### config.mk
export PLATFORM = sky130hd
export DESIGN_NAME = pidff_mul
export DESIGN_NICKNAME = d
export VERILOG_FILES = /design/src/hw/rtl/pidff_pkg.sv /design/src/hw/rtl/pidff_mul.sv
export SDC_FILE = /design/constraint.sdc
export NUM_CORES = 2
export LEC_CHECK = 0
export ABC_AREA = 1
export ABC_CLOCK_PERIOD_IN_PS = 11800
export BUFFER_PORTS_ARGS = -buffer_cell sky130_fd_sc_hd__clkbuf_2
export CORE_ASPECT_RATIO = 1.2
export CORE_UTILIZATION = 41
export CTS_CLUSTER_SIZE = 8
export DETAILED_ROUTE_END_ITERATION = 16
export SYNTH_ARGS = -nofsm -noshare
export SYNTH_HDL_FRONTEND = slang
export SYNTH_SLANG_ARGS = --single-unit
### constraint.sdc
create_clock -name clk -period 11.8 [get_ports clk]
set_clock_uncertainty 0.15 [all_clocks]
set_input_delay 2.36 -clock clk [delete_from_list [all_inputs] [get_ports clk]]
set_output_delay 2.36 -clock clk [all_outputs]
set_load 0.05 [all_outputs]
### src/hw/rtl/pidff_pkg.sv
// Package for the PID controller with deadband and feed-forward.
// Holds register indexes, sequencer states and fixed widths; no dependencies.
package pidff_pkg;
  localparam int unsigned GainW = 32;
  localparam int unsigned SumW = 64;
  localparam int unsigned IntegralLimit = 0;
  localparam logic [14:0] DefaultDeadband = 15'd4;

  typedef enum logic [2:0] {
    REG_KP   = 3'd0,
    REG_KI   = 3'd1,
    REG_KD   = 3'd2,
    REG_KVFF = 3'd3,
    REG_KAFF = 3'd4,
    REG_EN   = 3'd5,
    REG_DB   = 3'd6,
    REG_LIM  = 3'd7
  } reg_idx_t;

  typedef enum logic [3:0] {
    ST_IDLE,
    ST_P,
    ST_D,
    ST_VFF,
    ST_ACC,
    ST_DIV,
    ST_DIVFIX,
    ST_ICUR,
    ST_IPOT,
    ST_GROW,
    ST_IFIN,
    ST_OUT
  } state_t;
endpackage

### src/hw/rtl/pidff_mul.sv
// Shared signed 33 x 33 multiplier with registered product.
// Depends on pidff_pkg.
module pidff_mul (
  input  logic                          clk,
  input  logic signed [32:0]            a,
  input  logic signed [32:0]            b,
  output logic signed [pidff_pkg::SumW-1:0] prod_r
);
  logic signed [65:0] full;
  assign full = a * b;
  always_ff @(posedge clk) begin
    prod_r <= full[pidff_pkg::SumW-1:0];
  end
endmodule

Word level (Yosys, flattened, before mapping). Index checks and enable logic that the tools add are counted.

Flip-flop bits (word level): 64. Input port bits: 67. Word-level logic and storage cells: 2.

$mul: 1.

Operators with widths (number): multiplier 33 x 33 -> 64 bit (1).

Depth between registers and ports, before layout.
Depth in word-level cells: 1. Mapped depth: 32. Depth with buffers taken out: 30.

Worst setup path before layout. No wires, ideal clock.

Path type: input port to flip-flop. Start: in a[32]. End: reg prod_r[50] (netlist bit). Setup time: 0.113 ns. Arrival time: 9.209 ns. Required time: 11.537 ns. Slack: 2.328 ns. Stages on the path: 26. Path buffers: 2. Path through: clkbuf_1 clkbuf_1 nand2_1 inv_1 fa_1 fa_1 fa_1 inv_1 fa_1 inv_1 fa_1 fa_1 fa_1 inv_1 fa_1 inv_1 ha_1 nand2_1 nor2_1 inv_1 nor3_2 nand2_1 nor3_2 nand2_1 nand4_1 nand2_1.

Longest elaborated chain between the ends: 1.

Ends and longest elaborated chain: from (decl) (line pidff_mul.sv:5) `input logic signed [32:0] a,`; multiplier 33 x 33 -> 64 bit (line pidff_mul.sv:10) `assign full = a * b;`; via full[50] (line pidff_mul.sv:9) `logic signed [65:0] full;`; to (signal assigned) (line pidff_mul.sv:12) `prod_r <= full[pidff_pkg::SumW-1:0];`; to (decl) (line pidff_mul.sv:7) `output logic signed [pidff_pkg::SumW-1:0] prod_r`.

The timed path passes the listed nets, and every way through them passes these cells.

Worst setup path in the final report.
Start: in a[32]. End: reg prod_r[57] (netlist bit).

Same word-level chain as after synthesis.

==> impl_metrics.env <==
export IMPL_clkSinkCount=64
export IMPL_result_of_the_run="completed"
export IMPL_syn_nets=6753
export IMPL_maxClockFrequency_ghz=0.100
export IMPL_post_synth_top_area_cell="sky130_fd_sc_hd__fa_1"
export IMPL_met1Wirelength_um=49500
export IMPL_critPathLaunchType="input pin"
export IMPL_clock_tree_htree_level_count=3
export IMPL_avgRoutedWirePerCell_um=19.1
export IMPL_routed_wl_met3_um=5750
export IMPL_cts_inserted_buffers=9
export IMPL_crit_path_max_fanout=17
export IMPL_boundaryPins=131
export IMPL_slew_violations=0
export IMPL_max_ffs_per_register=64
export IMPL_via_count_of_the_first_global_routing_pass=35159
export IMPL_place_gp_congestion=0.944
export IMPL_yosys_top_cell_area_share_pct=53.6
export IMPL_number_of_instances_in_the_synthesized_netlist=5349
export IMPL_grt_setup_unrepaired="no"
export IMPL_max_cap_viol_count=0
export IMPL_largest_net_degree_at_the_start_of_global_routing=34
export IMPL_placementRows=128
export IMPL_drt_total_wl_um=127000
export IMPL_criticalPathCategory="input pin to flop"
export IMPL_ys_seq_area_share_pct=3.05
export IMPL_grt_pass1_wl_um=202000
export IMPL_detail_route_vias_per_cell=4.84
export IMPL_highest_layer="met5"
export IMPL_yosys_mux_area_fraction_pct=0
export IMPL_core_area_sq_mm=0.102
export IMPL_hold_class="input pin to flop"
export IMPL_synth_compound_gate_area_share_pct=1.86
export IMPL_syn_avg_cell_area_sq_um=7.86
export IMPL_mappedNetlistArea_sq_mm=0.0420
export IMPL_layout_cells_sized_above_1_pct=4.75
export IMPL_timing_hold_violations_final=0
export IMPL_route_detailed_drc=0
export IMPL_fin_crit_sh_pct=84.5
export IMPL_critical_path_max_stage_delay_ns=0.81
export IMPL_fp_dieArea_sq_mm=0.104
export IMPL_timing_worst_slew_pin_value_ns=1.10
export IMPL_regMostFlops="prod_r"
export IMPL_synth_async_reset_ratio_pct=0
export IMPL_n_fill_cell=10432
export IMPL_combinational_family_with_the_most_area_after_synthesis="adder cells"
export IMPL_dp_final_hpwl_um=109000
export IMPL_crit_path_top_delay_cell="sky130_fd_sc_hd__fa_1"
export IMPL_ys_warn_count=0
export IMPL_cts_root_to_sink_buffers=2
export IMPL_cts_clk_slew_worst_paths_ns=0.08
export IMPL_met2RoutedLength_um=66000
export IMPL_postCtsSetupBuffers=0
export IMPL_final_min_clock_period_ns=9.97
export IMPL_synth_common_cells="1,799 x sky130_fd_sc_hd__inv_1, 1,431 x sky130_fd_sc_hd__nand2_1, 1,125 x sky130_fd_sc_hd__fa_1"
export IMPL_yosys_cell_count_top_type="sky130_fd_sc_hd__inv_1"
export IMPL_area_growth_pct=4.99
export IMPL_number_of_enable_type_register_cells_in_the_synthesized_netlist=0
export IMPL_antenna_found_initial=12
export IMPL_timing_critical_path_arrival_ns=10.04
export IMPL_holdBufCountCts=0
export IMPL_synth_seq_cells=64
export IMPL_synth_xor_xnor_area_share_pct=0.750
export IMPL_worst_hold_margin_ns=2.40
export IMPL_tritoncts="yes"
export IMPL_initial_utilization_pct=41.4
export IMPL_worst_slew_slack_as_a_fraction_of_its_limit_pct=26.7
export IMPL_cts_root_buf="sky130_fd_sc_hd__clkbuf_16"
export IMPL_yosys_area_share_simple_pct=16.0
export IMPL_finalCoreUtilization_pct=43.5
export IMPL_cts_resized_gates=0
export IMPL_global_route_usage_total_pct=25.5
export IMPL_synth_main_ff_cell="sky130_fd_sc_hd__dfxtp_1"
export IMPL_critPathCaptureType="flop"
export IMPL_critPathRequiredTime_ns=11.87
export IMPL_drt_pre_antenna_iters=7
export IMPL_grt_remaining_overflow=0
export IMPL_die_h_um=353
export IMPL_setup_violations_final=0
export IMPL_die_w_um=294
export IMPL_placement_io_buffers=130
export IMPL_ys_top_cells_by_area="sky130_fd_sc_hd__fa_1 54%, sky130_fd_sc_hd__inv_1 16%, sky130_fd_sc_hd__nand2_1 13%"
export IMPL_synthAdderAreaFrac_pct=59.9
export IMPL_finish_net_count=6683
export IMPL_setup_total_negative_slack_ns=0
export IMPL_ant_nets=0
export IMPL_dr_total_vias=32222
export IMPL_largest_registers="prod_r: 64 flops"
export IMPL_dr_first_iter_drc_count=1913
export IMPL_yosysUniqueCellTypes=32
final cells by class:
| cell class | instances | area, sq um | share of cell area, % |
|---|---|---|---|
| clock buffer | 9 | 225 | 0.510 |
| timing repair buffer | 182 | 1040 | 2.36 |
| clock inverter | 7 | 105 | 0.238 |
| multi-input combinational | 3222 | 33000 | 74.8 |
| tap | 1365 | 1710 | 3.87 |
| sequential | 64 | 1280 | 2.90 |
| antenna | 4 | 10.0 | 0.0227 |
| inverter | 1800 | 6760 | 15.3 |
kinds of logic (layout without fill, tap and decap cells):
logic type,count (synthesis),in the layout
buffers and inverters,2063,1998
adder cells (fa/ha/maj),1337,1337
flip-flops,64,64
AND/OR/NAND/NOR,1706,1706
AO/OA/AOI/OAI,143,143
XOR/XNOR,36,36
other,0,4
worst paths after layout:
path / start / end / slack (ns) / cells after the start
setup / recovery: a[32] / prod_r[57] / 1.83 / 27
hold / removal: b[0] / prod_r[0] / 2.40 / 3
stage by stage:
step	cell area (sq um)	setup WS [ns]	std cells
final	44100	1.83	6653
after global routing	44100	1.42	6652
after CTS	44100	1.85	6649
after detailed placement	43800	1.53	6633
after global placement	43800	1.49	6633
after floorplan	42000	2.33	5349
cell usage in the layout, fill, tap and decap left out, types with 3 or more instances in the layout:
cell type | synthesis | routed
sky130_fd_sc_hd__fa_1 | 1125 | 1125
sky130_fd_sc_hd__a21o_1 | 5 | 5
sky130_fd_sc_hd__nand3_1 | 66 | 66
sky130_fd_sc_hd__nor2_2 | 17 | 17
sky130_fd_sc_hd__xnor2_1 | 5 | 5
sky130_fd_sc_hd__nor2_1 | 129 | 129
sky130_fd_sc_hd__a21oi_1 | 75 | 75
sky130_fd_sc_hd__xor2_1 | 31 | 31
sky130_fd_sc_hd__nand4_1 | 20 | 20
sky130_fd_sc_hd__diode_2 | 0 | 4
sky130_fd_sc_hd__dfxtp_1 | 64 | 64
sky130_fd_sc_hd__nor3_1 | 6 | 6
sky130_fd_sc_hd__o21ai_0 | 35 | 35
sky130_fd_sc_hd__ha_1 | 212 | 212
sky130_fd_sc_hd__nand3_2 | 6 | 6
sky130_fd_sc_hd__clkbuf_16 | 0 | 9
sky130_fd_sc_hd__nand2_2 | 14 | 14
sky130_fd_sc_hd__buf_4 | 0 | 52
sky130_fd_sc_hd__clkinv_4 | 0 | 3
sky130_fd_sc_hd__o21bai_1 | 18 | 18
sky130_fd_sc_hd__nand2_1 | 1431 | 1431
sky130_fd_sc_hd__nor3_2 | 4 | 4
sky130_fd_sc_hd__or2_2 | 6 | 6
sky130_fd_sc_hd__o21ai_1 | 7 | 7
sky130_fd_sc_hd__inv_1 | 1799 | 1799
sky130_fd_sc_hd__clkbuf_2 | 0 | 130
per-layer routing:
layer / track usage [%] / vias to the layer above
li1: - / 14382
met1: 32.0 / 16703
met2: 45.3 / 866
met3: 2.25 / 257
met4: 9.72 / 14
met5: 0 / -
critical path, delay by kind of cell:
family / cells / cell delay [ns]
simple gates: 9 / 1.32
buf+inv: 9 / 1.34
fa+ha+maj: 9 / 4.99
Power is not shown: default switching activity piles up to over one toggle a cycle in this logic, so the estimate is an artifact.
